**src/rtl/core/skgc_pkg.sv**
```systemverilog
// Shared widths, register codes, reset values and the log2 fraction table function.
package skgc_pkg;

    localparam int FRAC_BITS     = 16;
    localparam int DB_SCALE_BITS = 19;
    // 20 / log2(10) in Q16
    localparam logic [DB_SCALE_BITS-1:0] DB_SCALE_Q16 = 19'd394566;

    // dB magnitude after the -100 dB clamp
    localparam int DB_W = 15;
    localparam logic [DB_W-1:0] DB_FLOOR_MAG = 15'd25600;

    localparam int THR_W     = 15;
    localparam int SLOPE_W   = 16;
    localparam int KNEE_W    = 13;
    localparam int CFG_W     = 16;
    localparam int CFG_IDX_W = 2;
    localparam int GAIN_W    = 16;

    localparam logic [THR_W-1:0]   THR_RESET   = 15'h6C00;  // -20 dB
    localparam logic [SLOPE_W-1:0] SLOPE_RESET = 16'hC000;  // -0.5
    localparam logic [KNEE_W-1:0]  KNEE_RESET  = 13'd1536;  // 6 dB

    // Gain datapath widths
    localparam int OPA_W   = 15;  // knee term or overshoot
    localparam int SQ_W    = 28;  // squared knee term
    localparam int GPROD_W = 44;  // slope magnitude times SQ
    localparam int NUM_W   = 26;  // rounded dividend for the knee region
    localparam int QUO_W   = 13;  // knee quotient, at most 4096
    localparam int LIN_W   = 15;  // linear-region gain magnitude, at most 16384

    typedef enum logic [CFG_IDX_W-1:0] {
        CFG_THRESHOLD = 2'd0,
        CFG_SLOPE     = 2'd1,
        CFG_KNEE      = 2'd2
    } t_cfg_idx;

    typedef struct packed {
        logic             last;
        logic             zero;
        logic             knee;
        logic             neg;
        logic [LIN_W-1:0] lin_q;
    } t_gain_side;

    // log2(1 + idx / 2^tbits) in Q.16 by repeated squaring of a Q1.30 value
    function automatic logic [FRAC_BITS-1:0] log_frac(input int unsigned idx,
                                                      input int unsigned tbits);
        logic [63:0]          x;
        logic [FRAC_BITS-1:0] r;
        x = (64'd1 << 30) + (64'(idx) << (30 - tbits));
        r = '0;
        for (int k = FRAC_BITS - 1; k >= 0; k--) begin
            x = (x * x) >> 30;
            if (x >= (64'd2 << 30)) begin
                x    = x >> 1;
                r[k] = 1'b1;
            end
        end
        return r;
    endfunction

endpackage

```
**src/rtl/core/skgc_log.sv**
```systemverilog
// Level detector: sample magnitude, floor, fixed-length log2 and dB conversion in six stages.
module skgc_log #(
    parameter int SAMPLE_BITS    = 24,
    parameter int LOG_TABLE_BITS = 6
) (
    input  logic                         i_clk,
    input  logic                         i_rst_n,
    input  logic                         i_en,
    input  logic                         i_valid,
    input  logic [SAMPLE_BITS-1:0]       i_sample,
    input  logic                         i_last,
    output logic                         o_valid,
    output logic [skgc_pkg::DB_W-1:0]    o_db,
    output logic                         o_last
);
    import skgc_pkg::*;

    localparam int LZ_W   = $clog2(SAMPLE_BITS);
    localparam int NEG_W  = LZ_W + FRAC_BITS;
    localparam int PROD_W = NEG_W + DB_SCALE_BITS;
    localparam int U_W    = PROD_W - 23;
    localparam int TAB_N  = 1 << LOG_TABLE_BITS;

    localparam longint unsigned FULL_SCALE = 64'd1 << (SAMPLE_BITS - 1);
    localparam longint unsigned FLOOR_RAW  = (FULL_SCALE + 64'd500000) / 64'd1000000;
    localparam logic [SAMPLE_BITS-1:0] MAG_FLOOR =
        (FLOOR_RAW < 64'd1) ? SAMPLE_BITS'(1) : SAMPLE_BITS'(FLOOR_RAW);
    localparam logic [PROD_W:0] ROUND_ADD = (PROD_W + 1)'(1) << 23;

    // Fraction table, built at elaboration
    logic [FRAC_BITS-1:0] w_frac_tab [TAB_N];
    for (genvar g = 0; g < TAB_N; g++) begin : g_tab
        localparam logic [FRAC_BITS-1:0] FRAC_VAL = log_frac(g, LOG_TABLE_BITS);
        assign w_frac_tab[g] = FRAC_VAL;
    end

    logic                      r_s1_v, r_s2_v, r_s3_v, r_s4_v, r_s5_v, r_s6_v;
    logic                      r_s1_last, r_s2_last, r_s3_last, r_s4_last, r_s5_last, r_s6_last;
    logic [SAMPLE_BITS-1:0]    r_s1_mag, r_s2_mag;
    logic [LZ_W-1:0]           r_s2_lz, r_s3_lz;
    logic [LOG_TABLE_BITS-1:0] r_s3_idx;
    logic [NEG_W-1:0]          r_s4_neg;
    logic [PROD_W-1:0]         r_s5_prod;
    logic [DB_W-1:0]           r_s6_db;

    logic [SAMPLE_BITS-1:0]    n_mag;
    logic [LZ_W-1:0]           w_pos;
    logic [LZ_W-1:0]           n_lz;
    logic [SAMPLE_BITS-1:0]    w_norm;
    logic [NEG_W-1:0]          n_neg;
    logic [PROD_W:0]           w_round;
    logic [U_W-1:0]            w_u;
    logic [DB_W-1:0]           n_db;

    always_comb begin
        n_mag = i_sample[SAMPLE_BITS-1] ? (~i_sample + SAMPLE_BITS'(1)) : i_sample;
        if (n_mag < MAG_FLOOR) begin
            n_mag = MAG_FLOOR;
        end
    end

    // Leading one position; the floored magnitude is never zero
    always_comb begin
        w_pos = '0;
        for (int i = 0; i < SAMPLE_BITS; i++) begin
            if (r_s1_mag[i]) begin
                w_pos = LZ_W'(i);
            end
        end
        n_lz = LZ_W'(SAMPLE_BITS - 1) - w_pos;
    end

    assign w_norm  = r_s2_mag << r_s2_lz;
    assign n_neg   = {r_s3_lz, {FRAC_BITS{1'b0}}} - NEG_W'(w_frac_tab[r_s3_idx]);
    assign w_round = {1'b0, r_s5_prod} + ROUND_ADD;
    assign w_u     = w_round[PROD_W:24];
    assign n_db    = (w_u > U_W'(DB_FLOOR_MAG)) ? DB_FLOOR_MAG : w_u[DB_W-1:0];

    always_ff @(posedge i_clk) begin
        if (!i_rst_n) begin
            r_s1_v <= 1'b0;
            r_s2_v <= 1'b0;
            r_s3_v <= 1'b0;
            r_s4_v <= 1'b0;
            r_s5_v <= 1'b0;
            r_s6_v <= 1'b0;
        end else if (i_en) begin
            r_s1_v <= i_valid;
            r_s2_v <= r_s1_v;
            r_s3_v <= r_s2_v;
            r_s4_v <= r_s3_v;
            r_s5_v <= r_s4_v;
            r_s6_v <= r_s5_v;
        end
    end

    always_ff @(posedge i_clk) begin
        if (i_en) begin
            r_s1_mag  <= n_mag;
            r_s1_last <= i_last;
            r_s2_mag  <= r_s1_mag;
            r_s2_lz   <= n_lz;
            r_s2_last <= r_s1_last;
            r_s3_lz   <= r_s2_lz;
            r_s3_idx  <= w_norm[SAMPLE_BITS-2 -: LOG_TABLE_BITS];
            r_s3_last <= r_s2_last;
            r_s4_neg  <= n_neg;
            r_s4_last <= r_s3_last;
            r_s5_prod <= PROD_W'(r_s4_neg) * PROD_W'(DB_SCALE_Q16);
            r_s5_last <= r_s4_last;
            r_s6_db   <= n_db;
            r_s6_last <= r_s5_last;
        end
    end

    assign o_valid = r_s6_v;
    assign o_db    = r_s6_db;
    assign o_last  = r_s6_last;

endmodule

```
**src/rtl/core/skgc_div.sv**
```systemverilog
// Pipelined restoring divider for the knee region, one quotient bit per stage.
module skgc_div (
    input  logic                            i_clk,
    input  logic                            i_rst_n,
    input  logic                            i_en,
    input  logic                            i_valid,
    input  logic [skgc_pkg::NUM_W-1:0]      i_num,
    input  logic [skgc_pkg::KNEE_W-1:0]     i_den,
    input  skgc_pkg::t_gain_side            i_side,
    output logic                            o_valid,
    output logic [skgc_pkg::QUO_W-1:0]      o_quo,
    output skgc_pkg::t_gain_side            o_side
);
    import skgc_pkg::*;

    logic              r_v    [QUO_W];
    logic [KNEE_W-1:0] r_rem  [QUO_W];
    logic [QUO_W-1:0]  r_low  [QUO_W];
    logic [QUO_W-1:0]  r_quo  [QUO_W];
    t_gain_side        r_side [QUO_W];

    for (genvar s = 0; s < QUO_W; s++) begin : g_stage
        logic              w_v_in;
        logic [KNEE_W-1:0] w_rem_in;
        logic [QUO_W-1:0]  w_low_in;
        logic [QUO_W-1:0]  w_quo_in;
        t_gain_side        w_side_in;
        logic [KNEE_W:0]   w_trial;
        logic [KNEE_W:0]   w_diff;
        logic              w_ge;

        if (s == 0) begin : g_first
            // The quotient fits QUO_W bits, so the top bits start below the divisor
            assign w_v_in    = i_valid;
            assign w_rem_in  = i_num[NUM_W-1:QUO_W];
            assign w_low_in  = i_num[QUO_W-1:0];
            assign w_quo_in  = '0;
            assign w_side_in = i_side;
        end else begin : g_next
            assign w_v_in    = r_v[s-1];
            assign w_rem_in  = r_rem[s-1];
            assign w_low_in  = r_low[s-1];
            assign w_quo_in  = r_quo[s-1];
            assign w_side_in = r_side[s-1];
        end

        assign w_trial = {w_rem_in, w_low_in[QUO_W-1]};
        assign w_diff  = w_trial - {1'b0, i_den};
        assign w_ge    = ~w_diff[KNEE_W];

        always_ff @(posedge i_clk) begin
            if (!i_rst_n) begin
                r_v[s] <= 1'b0;
            end else if (i_en) begin
                r_v[s] <= w_v_in;
            end
        end

        always_ff @(posedge i_clk) begin
            if (i_en) begin
                r_rem[s]  <= w_ge ? w_diff[KNEE_W-1:0] : w_trial[KNEE_W-1:0];
                r_low[s]  <= {w_low_in[QUO_W-2:0], 1'b0};
                r_quo[s]  <= {w_quo_in[QUO_W-2:0], w_ge};
                r_side[s] <= w_side_in;
            end
        end
    end

    assign o_valid = r_v[QUO_W-1];
    assign o_quo   = r_quo[QUO_W-1];
    assign o_side  = r_side[QUO_W-1];

endmodule

```
**src/rtl/core/soft_knee_gain_computer_unit.sv**
```systemverilog
// Soft-knee compressor gain computer: sample level in dB to gain change in Q7.8 dB.
//
// Input channel: i_sample (signed Q1.x) and i_last_sample, taken when i_valid is high
// and o_stall is low. Output channel: o_gain_db (Q7.8 dB, zero or negative for a
// normal slope) and o_last_gain, taken when o_valid is high and i_stall is low.
// Configuration: i_cfg_we writes i_cfg_data into the register at i_cfg_index
// (0 threshold, 1 slope, 2 knee width); other indexes are ignored. Write only
// while the pipeline is empty.
// Throughput: one sample per cycle while o_stall is low. Latency: a sample passes through
// six level-detector stages, four gain stages, a 13-stage divider for the knee region
// and the output register before o_valid rises; every sample takes the same path.
// Reset: clears all valid bits and reloads -20 dB threshold, slope -0.5, 6 dB knee.
// Receiver stall: the output register holds its beat and one more beat lands in a
// skid register; only then does o_stall rise and the whole pipeline freeze. o_stall
// is registered, with no path from i_stall. Nothing is dropped or repeated.
module soft_knee_gain_computer_unit #(
    parameter int SAMPLE_BITS    = 24,
    parameter int LOG_TABLE_BITS = 6
) (
    input  logic                                i_clk,
    input  logic                                i_rst_n,
    input  logic                                i_valid,
    output logic                                o_stall,
    input  logic signed [SAMPLE_BITS-1:0]       i_sample,
    input  logic                                i_last_sample,
    output logic                                o_valid,
    input  logic                                i_stall,
    output logic signed [skgc_pkg::GAIN_W-1:0]  o_gain_db,
    output logic                                o_last_gain,
    input  logic                                i_cfg_we,
    input  logic [skgc_pkg::CFG_IDX_W-1:0]      i_cfg_index,
    input  logic [skgc_pkg::CFG_W-1:0]          i_cfg_data
);
    import skgc_pkg::*;

    localparam int OV_W = 19;

    // Configuration
    logic [THR_W-1:0]   r_threshold_db;
    logic [SLOPE_W-1:0] r_gain_slope;
    logic [KNEE_W-1:0]  r_knee_width;

    always_ff @(posedge i_clk) begin
        if (!i_rst_n) begin
            r_threshold_db <= THR_RESET;
            r_gain_slope   <= SLOPE_RESET;
            r_knee_width   <= KNEE_RESET;
        end else if (i_cfg_we) begin
            unique case (i_cfg_index)
                CFG_THRESHOLD: r_threshold_db <= i_cfg_data[THR_W-1:0];
                CFG_SLOPE:     r_gain_slope   <= i_cfg_data[SLOPE_W-1:0];
                CFG_KNEE:      r_knee_width   <= i_cfg_data[KNEE_W-1:0];
                default: ;
            endcase
        end
    end

    logic w_en;
    logic r_out_v, r_skid_v;

    assign w_en    = ~r_skid_v;
    assign o_stall = r_skid_v;

    // Level in dB
    logic            w_lg_valid;
    logic [DB_W-1:0] w_lg_db;
    logic            w_lg_last;

    skgc_log #(
        .SAMPLE_BITS    (SAMPLE_BITS),
        .LOG_TABLE_BITS (LOG_TABLE_BITS)
    ) u_log (
        .i_clk    (i_clk),
        .i_rst_n  (i_rst_n),
        .i_en     (w_en),
        .i_valid  (i_valid),
        .i_sample (i_sample),
        .i_last   (i_last_sample),
        .o_valid  (w_lg_valid),
        .o_db     (w_lg_db),
        .o_last   (w_lg_last)
    );

    // Stage T1: overshoot and region select
    logic [OV_W-1:0]  w_ov, w_two_ov, w_knee_ext, w_a, w_b;
    logic             n_zero, n_knee;
    logic [OPA_W-1:0] n_opa;

    always_comb begin
        w_ov       = OV_W'(0) - {{(OV_W - DB_W){1'b0}}, w_lg_db}
                     - {{(OV_W - THR_W){r_threshold_db[THR_W-1]}}, r_threshold_db};
        w_two_ov   = {w_ov[OV_W-2:0], 1'b0};
        w_knee_ext = {{(OV_W - KNEE_W){1'b0}}, r_knee_width};
        w_a        = w_two_ov + w_knee_ext;
        w_b        = w_two_ov - w_knee_ext;
        n_zero     = w_a[OV_W-1] | (w_a == '0);
        n_knee     = ~n_zero & (w_b[OV_W-1] | (w_b == '0));
        // In the knee the term is at most twice the knee, above it the overshoot
        n_opa      = n_knee ? w_a[OPA_W-1:0] : w_ov[OPA_W-1:0];
    end

    logic             r_t1_v, r_t2_v, r_t3_v, r_t4_v;
    logic             r_t1_zero, r_t2_zero, r_t3_zero;
    logic             r_t1_knee, r_t2_knee, r_t3_knee;
    logic             r_t1_last, r_t2_last, r_t3_last;
    logic [OPA_W-1:0] r_t1_opa;
    logic [SQ_W-1:0]  r_t2_sq;
    logic [GPROD_W-1:0] r_t3_prod;
    logic             r_t3_neg;
    logic [NUM_W-1:0] r_t4_num;
    t_gain_side       r_t4_side;

    // Stage T2: square the knee term, or pass the overshoot through
    logic [OPA_W-2:0] w_kt;
    logic [SQ_W-1:0]  n_sq;

    assign w_kt = r_t1_opa[OPA_W-2:0];
    assign n_sq = r_t1_knee ? (SQ_W'(w_kt) * SQ_W'(w_kt)) : SQ_W'(r_t1_opa);

    // Stage T3: scale by the slope magnitude
    logic [SLOPE_W-1:0] w_slope_mag;

    assign w_slope_mag = r_gain_slope[SLOPE_W-1] ? (SLOPE_W'(0) - r_gain_slope) : r_gain_slope;

    // Stage T4: rounding offsets for both regions
    logic [GPROD_W:0] w_num_sum, w_lin_sum;
    t_gain_side       n_side;

    always_comb begin
        w_num_sum    = {1'b0, r_t3_prod} + ((GPROD_W + 1)'(r_knee_width) << 17);
        w_lin_sum    = {1'b0, r_t3_prod} + ((GPROD_W + 1)'(1) << 14);
        n_side.last  = r_t3_last;
        n_side.zero  = r_t3_zero;
        n_side.knee  = r_t3_knee;
        n_side.neg   = r_t3_neg;
        n_side.lin_q = w_lin_sum[15 + LIN_W - 1:15];
    end

    always_ff @(posedge i_clk) begin
        if (!i_rst_n) begin
            r_t1_v <= 1'b0;
            r_t2_v <= 1'b0;
            r_t3_v <= 1'b0;
            r_t4_v <= 1'b0;
        end else if (w_en) begin
            r_t1_v <= w_lg_valid;
            r_t2_v <= r_t1_v;
            r_t3_v <= r_t2_v;
            r_t4_v <= r_t3_v;
        end
    end

    always_ff @(posedge i_clk) begin
        if (w_en) begin
            r_t1_zero <= n_zero;
            r_t1_knee <= n_knee;
            r_t1_opa  <= n_opa;
            r_t1_last <= w_lg_last;
            r_t2_zero <= r_t1_zero;
            r_t2_knee <= r_t1_knee;
            r_t2_sq   <= n_sq;
            r_t2_last <= r_t1_last;
            r_t3_zero <= r_t2_zero;
            r_t3_knee <= r_t2_knee;
            r_t3_prod <= GPROD_W'(w_slope_mag) * GPROD_W'(r_t2_sq);
            r_t3_neg  <= r_gain_slope[SLOPE_W-1];
            r_t3_last <= r_t2_last;
            r_t4_num  <= w_num_sum[18 + NUM_W - 1:18];
            r_t4_side <= n_side;
        end
    end

    // Knee region divides by the knee width; the other regions ride along
    logic             w_dv_valid;
    logic [QUO_W-1:0] w_dv_quo;
    t_gain_side       w_dv_side;

    skgc_div u_div (
        .i_clk   (i_clk),
        .i_rst_n (i_rst_n),
        .i_en    (w_en),
        .i_valid (r_t4_v),
        .i_num   (r_t4_num),
        .i_den   (r_knee_width),
        .i_side  (r_t4_side),
        .o_valid (w_dv_valid),
        .o_quo   (w_dv_quo),
        .o_side  (w_dv_side)
    );

    // Final select and sign; both regions stay well inside the gain range
    logic [GAIN_W-1:0] w_gain_mag, w_gain;

    always_comb begin
        if (w_dv_side.zero) begin
            w_gain_mag = '0;
        end else if (w_dv_side.knee) begin
            w_gain_mag = GAIN_W'(w_dv_quo);
        end else begin
            w_gain_mag = GAIN_W'(w_dv_side.lin_q);
        end
        w_gain = w_dv_side.neg ? (GAIN_W'(0) - w_gain_mag) : w_gain_mag;
    end

    // Output register with one skid entry
    logic [GAIN_W-1:0] r_out_gain, r_skid_gain;
    logic              r_out_last, r_skid_last;

    always_ff @(posedge i_clk) begin
        if (!i_rst_n) begin
            r_out_v  <= 1'b0;
            r_skid_v <= 1'b0;
        end else if (r_skid_v) begin
            // drain the skid beat into the output register
            if (!i_stall) begin
                r_out_v  <= 1'b1;
                r_skid_v <= 1'b0;
            end
        end else if (r_out_v && i_stall) begin
            if (w_dv_valid) begin
                r_skid_v <= 1'b1;
            end
        end else begin
            r_out_v <= w_dv_valid;
        end
    end

    always_ff @(posedge i_clk) begin
        if (r_skid_v) begin
            if (!i_stall) begin
                r_out_gain <= r_skid_gain;
                r_out_last <= r_skid_last;
            end
        end else if (r_out_v && i_stall) begin
            r_skid_gain <= w_gain;
            r_skid_last <= w_dv_side.last;
        end else begin
            r_out_gain <= w_gain;
            r_out_last <= w_dv_side.last;
        end
    end

    assign o_valid     = r_out_v;
    assign o_gain_db   = r_out_gain;
    assign o_last_gain = r_out_last;

    a_skid_needs_out: assert property (@(posedge i_clk) disable iff (!i_rst_n)
        r_skid_v |-> r_out_v)
        else $error("skid entry held without an output beat");

    a_skid_fill: assert property (@(posedge i_clk) disable iff (!i_rst_n)
        $rose(r_skid_v) |-> $past(r_out_v && i_stall))
        else $error("skid entry filled while the output was free");

    a_skid_drain: assert property (@(posedge i_clk) disable iff (!i_rst_n)
        (r_skid_v && !i_stall) |=> (r_out_v && !r_skid_v))
        else $error("skid beat not moved to the output");

endmodule

```
**config.mk**
```make
export PLATFORM = sky130hd
export DESIGN_NAME = soft_knee_gain_computer_unit
export DESIGN_NICKNAME = d
export VERILOG_FILES = /design/src/rtl/core/skgc_pkg.sv /design/src/rtl/core/skgc_log.sv /design/src/rtl/core/skgc_div.sv /design/src/rtl/core/soft_knee_gain_computer_unit.sv
export SDC_FILE = /design/constraint.sdc
export NUM_CORES = 2
export LEC_CHECK = 0
export BUFFER_PORTS_ARGS = -buffer_cell sky130_fd_sc_hd__buf_2
export CAP_MARGIN = 20
export CORE_MARGIN = 1.5
export CORE_UTILIZATION = 58
export DETAILED_ROUTE_END_ITERATION = 6
export MAX_ROUTING_LAYER = met4
export PLACE_DENSITY = 0.84
export SYNTH_ARGS = -nofsm -noshare
export SYNTH_HDL_FRONTEND = slang
export SYNTH_SLANG_ARGS = --single-unit
```
**constraint.sdc**
```tcl
create_clock -name i_clk -period 38.1 [get_ports i_clk]
set_input_delay 3.81 -clock i_clk [delete_from_list [all_inputs] [get_ports i_clk]]
set_output_delay 3.81 -clock i_clk [all_outputs]
set_load 0.02 [all_outputs]
```
### Yosys cells after proc, flatten, opt, wreduce, memory -nomap -nowiden

Memories as Yosys holds them, arrays and structs flattened.
Index checks and enable logic that the tools add are counted.

| cells by class | value |
|---|---|
| add/sub/neg operators | 25 |
| multiply operators | 3 |
| divide/modulo/power cells | 0 |
| $lt $le $gt $ge | 3 |
| eq/ne operators | 4 |
| shifts and indexed selects | 1 |
| mux-type cells | 75 |
| bitwise gates (word level) | 33 |
| reduce and logical (&&, ||, !) cells | 9 |

Operator list:

| cell | number |
|---|---|
| $sub 14x13->14 | 13 |
| $mux 13 | 13 |
| $mux 16 | 7 |
| $mux 15 | 4 |
| $add 44x30->44 | 1 |
| $mul 16x28->44 | 1 |
| $add 40x24->41 const B | 1 |
| $mux 5 | 8 |
| $mul 21x18->39 const B | 1 |
| $logic_not 19->1 | 2 |
| $mux 4 | 8 |
| $sub 1x16->16 const A | 2 |
| $add 30x15->30 const B | 1 |
| $mul 14x14->28 | 1 |
| $mux 1 | 28 |
| $add 24x1->24 const B | 1 |
| $lt 24x4->1 const B | 1 |
| $mux 24 | 1 |
| $not 24->24 | 1 |
| $shl 24x5->23 | 1 |
| $sub 21x16->21 | 1 |
| $add 18x14->19 | 1 |
| $sub 18x14->19 | 1 |
| $gt 17x15->1 const B | 1 |
| other kinds (16) | 53 |

| storage, ports and cells | value |
|---|---|
| register bits | 377 |
| latch bits | 0 |
| RAM bits | 754 |
| memory bits (read-only) | 1,024 |
| bits of input ports | 48 |
| output and inout port bits | 19 |
| memories | 6 |

Memory list:

| name | depth | width | rd ports | clocked after memory_dff | write ports | line | source |
|---|---|---|---|---|---|---|---|
| (name not given) | 64 | 16 | 1 | 0 | 0 | skgc_log.sv:74 | `assign n_neg = {r_s3_lz, {FRAC_BITS{1'b0}}} - NEG_W'(w_frac_tab[r_s3_idx]);` |
| u_div.r_side | 13 | 19 | 13 | 0 | 13 | skgc_div.sv:20 | `t_gain_side r_side [QUO_W];` |
| u_div.r_quo | 13 | 13 | 13 | 0 | 13 | skgc_div.sv:19 | `logic [QUO_W-1:0] r_quo [QUO_W];` |
| u_div.r_rem | 13 | 13 | 12 | 0 | 13 | skgc_div.sv:17 | `logic [KNEE_W-1:0] r_rem [QUO_W];` |
| u_div.r_low | 13 | 12 | 12 | 0 | 13 | skgc_div.sv:18 | `logic [QUO_W-1:0] r_low [QUO_W];` |
| u_div.r_v | 13 | 1 | 13 | 0 | 13 | skgc_div.sv:16 | `logic r_v [QUO_W];` |

### Depth between registers and ports, before layout

| logic depth | value |
|---|---|
| word-level depth | 24 |
| gate-level depth with buffers | 33 |

### By module

Synthesis repeated with hierarchy kept, for this count alone.

| second synthesis, totals | value |
|---|---|
| cell total of the unflattened synthesis | 6,288 |
| area total of the unflattened synthesis | 70,386.3 sq um |

By module, submodules not included:

| module | instances | cells each | area each (sq um) |
|---|---|---|---|
| soft_knee_gain_computer_unit | 1 | 3,234 | 30,366.6 |
| skgc_div | 1 | 1,817 | 27,192.3 |
| skgc_log | 1 | 1,237 | 12,827.3 |

### Least setup slack after synthesis

Ideal clock, no wire load.

| timing path | value |
|---|---|
| path kind | register to register |
| from | reg r_skid_v (netlist: o_stall) |
| to | reg r_out_gain[11] (netlist: o_gain_db[11]) (data pin) |
| setup time | 0.282 ns |
| arrival | 25.978 ns |
| required time | 37.818 ns |
| slack | 11.840 ns |
| cell stages (with the launch flop) | 5 |
| buffers on the path | 2 |
| clock period less this slack | 26.260 ns |
| path through | dfxtp_1 -> clkbuf_1 -> clkinv_1 -> clkbuf_1 -> mux2_2 |

| on the way | value |
|---|---|
| word-level cells in the longest chain between the ends | 1 |

RTL lines:

| item | line | source |
|---|---|---|
| start, declared | soft_knee_gain_computer_unit.sv:59 | `logic r_out_v, r_skid_v;` |
| start signal, assigned | soft_knee_gain_computer_unit.sv:212 | `r_skid_v <= 1'b0;` |
| start signal, assigned | soft_knee_gain_computer_unit.sv:217 | `r_skid_v <= 1'b0;` |
| start signal, assigned | soft_knee_gain_computer_unit.sv:221 | `r_skid_v <= 1'b1;` |
| $mux 16 | soft_knee_gain_computer_unit.sv:229 | `if (r_skid_v) begin` |
| end signal, assigned | soft_knee_gain_computer_unit.sv:231 | `r_out_gain <= r_skid_gain;` |
| end signal, assigned | soft_knee_gain_computer_unit.sv:238 | `r_out_gain <= w_gain;` |
| end, declared | soft_knee_gain_computer_unit.sv:206 | `logic [GAIN_W-1:0] r_out_gain, r_skid_gain;` |

No other way between the ends.
A chain may end at the register's enable or synchronous reset.

### Worst setup path in the final report

| timing path | value |
|---|---|
| from | reg r_gain_slope[5] |
| to | reg r_t3_prod[40] (data pin) |

| on the way | value |
|---|---|
| word-level cells in the longest chain between the ends | 3 |

RTL lines:

| item | line | source |
|---|---|---|
| start, declared | soft_knee_gain_computer_unit.sv:40 | `logic [SLOPE_W-1:0] r_gain_slope;` |
| start signal, assigned | soft_knee_gain_computer_unit.sv:51 | `CFG_SLOPE: r_gain_slope <= i_cfg_data[SLOPE_W-1:0];` |
| $sub 1x16->16 | soft_knee_gain_computer_unit.sv:123 | `assign w_slope_mag = r_gain_slope[SLOPE_W-1] ? (SLOPE_W'(0) - r_gain_slope) : r_gain_slope;` |
| $mux 16 * | soft_knee_gain_computer_unit.sv:123 |  |
| $mul 16x28->44 * | soft_knee_gain_computer_unit.sv:165 | `r_t3_prod <= GPROD_W'(w_slope_mag) * GPROD_W'(r_t2_sq);` |
| end signal, assigned | soft_knee_gain_computer_unit.sv:165 |  |
| end, declared | soft_knee_gain_computer_unit.sv:108 | `logic [GPROD_W-1:0] r_t3_prod;` |

Every way passes the cells marked *; elsewhere a longest branch is shown, timed or not.

==> results.txt <==
- Setup violations remaining at the end of the flow were counted as 0.
- TritonCTS built the clock tree.
* Critical setup path kind: reg2reg
* Largest stage delay on the critical path: 0.60 ns
- In this run the post-CTS setup repair buffer count came out at 0.
- After filler insertion, the fill cell instance count of the layout stands at 8678.
* Dominant synthesized flop cell: sky130_fd_sc_hd__edfxtp_1
- Number of hold-slack violations in the final timing report: 0
- Overflow after GRT: 0
- Worst Slack Setup Final: 29.47 ns
- Post-synthesis net count: 7343
- Actual transition at the worst max-transition pin: 1.13 ns
- The post-route netlist has 7.52% of its cells at a drive strength greater than 1.
- Layout Nets: 7383
- Yosys mapped the design onto 92 distinct sky130hd cell types.
- Entering global routing, the biggest net connects 193 pins.
- Die Ht: 348 um
- Number of violations reported at the end of detailed-routing iteration 0: 3746
* Cell Area, Synth: 69000 sq um
- Aggregate negative setup slack: 0 ns
- Clock-pin slew was measured on the worst setup and hold paths at 0.06 ns.
- Number of instances in the synthesized netlist: 6108
* CTS hold repair buffers: 0
* Wire length per cell after detailed routing: 18.9 um
- During synthesis, Yosys emitted a total of 0 warnings.
- Finished Layout Cells: 7759
- In the routed layout, each cell is associated on average with a via count of 5.76.
- After synthesis, the share of flip-flops with an asynchronous set or reset is 0%.
* Cell family with the largest share of critical-path delay: adder cells
- The number of max-slew violations in the final report came to 0.
- Syn_area_per_cell: 11.3 sq um
* Share of the synthesized area in the top cell type: 37.8%
* Top-level I/O count: 67
* Placer congestion estimate: 0.920
- In this run the remaining antenna-violating nets after routing total 0.
- Timing would allow up to 116 MHz.
- Clock Path Buffers: 3
* Number of rows created at floorplan: 126
* Post-synth EDFFs: 868
- Overall via count from detail_route: 44709
- For the worst-skew pair, the clock arrives at the later sink with an insertion delay of 0.69 ns.
* Core Region: 118000 sq um
- The flow ran to the end, and the final reports show no timing, DRC or antenna violations.
* Width of the chip: 348 um
- Wire length of the first global-routing pass: 238 mm
- Final Core Density: 62.8%
- Most repeated cell in the gate-level netlist after synthesis: sky130_fd_sc_hd__inv_1
- Synth-to-layout area growth: 7.52%
- Kind of launch point of the worst setup path: register
* Buffer type at the clock tree root: sky130_fd_sc_hd__clkbuf_16
- Before CTS, the worst setup slack after placement is 29.55 ns.
- Reported max-cap violation count: 0
- Initial antenna violation count: 3
- Inserted Diodes: 0
- Most numerous cell types in the synthesized netlist: 892 x sky130_fd_sc_hd__inv_1, 868 x sky130_fd_sc_hd__edfxtp_1, 643 x sky130_fd_sc_hd__nand2_1
* Quantity of I/O buffers inserted on ports: 66
- The worst hold path belongs to the class reg2reg.
* Total global routing track utilization: 25.3%
* Data required time at the worst endpoint: 38.54 ns
- Dpl hpwl: 106 mm
* Number of synthesized register bits: 925
- Tightest slew margin relative to the limit: 24.8%
- Of the synthesized area, sequential elements account for 39.4%.
- Once the clock tree was built, the resizer swapped 0 gates to a different size.
- The synthesized design spends more area on one cell type than any other, namely sky130_fd_sc_hd__edfxtp_1.
- Counting tap cells, the placed design contains a total of 7588 instances.
* Dominant cells by area after synthesis: sky130_fd_sc_hd__edfxtp_1 38%, sky130_fd_sc_hd__fa_1 16%, sky130_fd_sc_hd__ha_1 11%, sky130_fd_sc_hd__inv_1 4.9%, sky130_fd_sc_hd__nand2_1 3.5%
- In the routed design, unresolved DRC markers number 0.
- Die Footprint: 121000 sq um
* Kind of end point of the critical path: register
- Among all stages on the critical path, the largest delay is contributed by sky130_fd_sc_hd__or4_1.
- Clock tree synthesis inserted a total of 92 buffers.
- Of all nets on the critical path, the largest fanout is 28.
- Time the worst path needs with I/O delays and setup: 8.63 ns
- Clock sinks: 925
* Effective utilization at floorplan: 58.4%
- CP bufs+invs: 2
* Number of optimization iterations in the first detailed-route pass: 6
* Total detailed-routing wirelength: 146 mm
- Number of levels the H-tree was split into: 3
* Fraction of the cycle the final worst path needs: 22.6%
- Max Clock Skew: 0.0609 ns
* Unrepaired setup endpoints after global routing: false
- The via count of the first global-routing pass is 46471.
- Critical Path AT: 9.07 ns
- Cell with the most instances on the worst path: sky130_fd_sc_hd__fa_1
[path summary, 6_finish.rpt]
kind                         from             to  slack [ns]  depth (start not counted)
setup / recovery  r_gain_slope[5]  r_t3_prod[40]       29.47                         25
hold / removal          r_t3_knee  r_t4_side[16]        0.39                          0
setup reg to reg  r_gain_slope[5]  r_t3_prod[40]       29.47                         25
hold reg to reg         r_t3_knee  r_t4_side[16]        0.39                          0
[cells by family (layout without fill, tap and decap cells)]
kind of cell / after synthesis / after routing / synth area share [%]
XOR/XNOR: 349 / 349 / 4.45
adder cells (fa/ha/maj): 1187 / 1187 / 27.7
AO/OA/AOI/OAI: 735 / 735 / 7.14
flip-flops: 925 / 925 / 39.4
AND/OR/NAND/NOR: 1598 / 1598 / 11.0
multiplexers: 256 / 256 / 4.37
buffers and inverters: 1058 / 1173 / 5.92
[cells in the final DEF, fill, tap and decap left out, drive strengths merged, types with 34 or more instances in the layout]
cell,Yosys,final
o21ai,135,135
mux2,151,151
dfxtp,57,57
inv,892,901
o21a,36,36
nand3,87,87
buf,39,111
clkbuf,126,107
a21o,77,77
nor3,86,86
a21oi,177,177
nand2b,38,38
clkinv,1,36
nor2b,88,88
a21boi,70,70
nor2,277,277
and3,34,34
ha,623,623
mux2i,85,85
xor2,93,93
xnor2,256,256
and2,208,208
fa,564,564
edfxtp,868,868
nand2,643,643
[through the flow]
stage          instance area [sq um]  hold slack (ns)
5_1_grt                        74200            0.387
6_report                       74200            0.385
4_1_cts                        74200            0.378
3_5_place_dp                   71000            0.405
2_1_floorplan                  69000            0.400
3_3_place_gp                   71000            0.401
[area by class of cell]
cell class,instances,area [sq um],share of cell area [%]
clock buffer,107,2390,3.22
clock inverter,62,756,1.02
inverter,893,3360,4.53
multi-input combinational,4125,37900,51.0
sequential,925,27200,36.7
tap,1536,1920,2.59
timing repair buffer,111,702,0.946
[state kept, by name (all words and copies together) (netlist names), 17 cells and up]
name	flops
u_div.r_side	247
u_div.r_rem	156
u_div.r_quo	91
u_div.r_low	78
r_t3_prod	30
r_t2_sq	28
r_t4_num	26
u_log.r_s1_mag	24
u_log.r_s2_mag	23
u_log.r_s4_neg	21
r_t4_side	19
u_log.r_s5_prod	17
[layer usage]
| layer | up-vias | GRT usage, % | routed length [um] |
|---|---|---|---|
| met2 | 1508 | 42.4 | 72200 |
| met5 | - | - | 0 |
| li1 | 20769 | - | - |
| met4 | 0 | 8.59 | 4960 |
| met3 | 330 | 3.83 | 9190 |
| met1 | 22102 | 31.5 | 59900 |
[worst register-to-register path, delay by kind of cell, from the launching register on]
kind / cells / cell delay, ns
AOI/OAI and AO/OA: 9 / 2.23
xor gates and xnor gates: 2 / 0.28
adders and majority gates: 7 / 3.24
buffers and inverters: 2 / 0.37
DFF: 1 / 0.38
and+or+nand+nor: 5 / 1.89
Power is left out: the tool's default activity adds up to more than one toggle a clock period on the data nets, which glitch-free logic cannot reach.
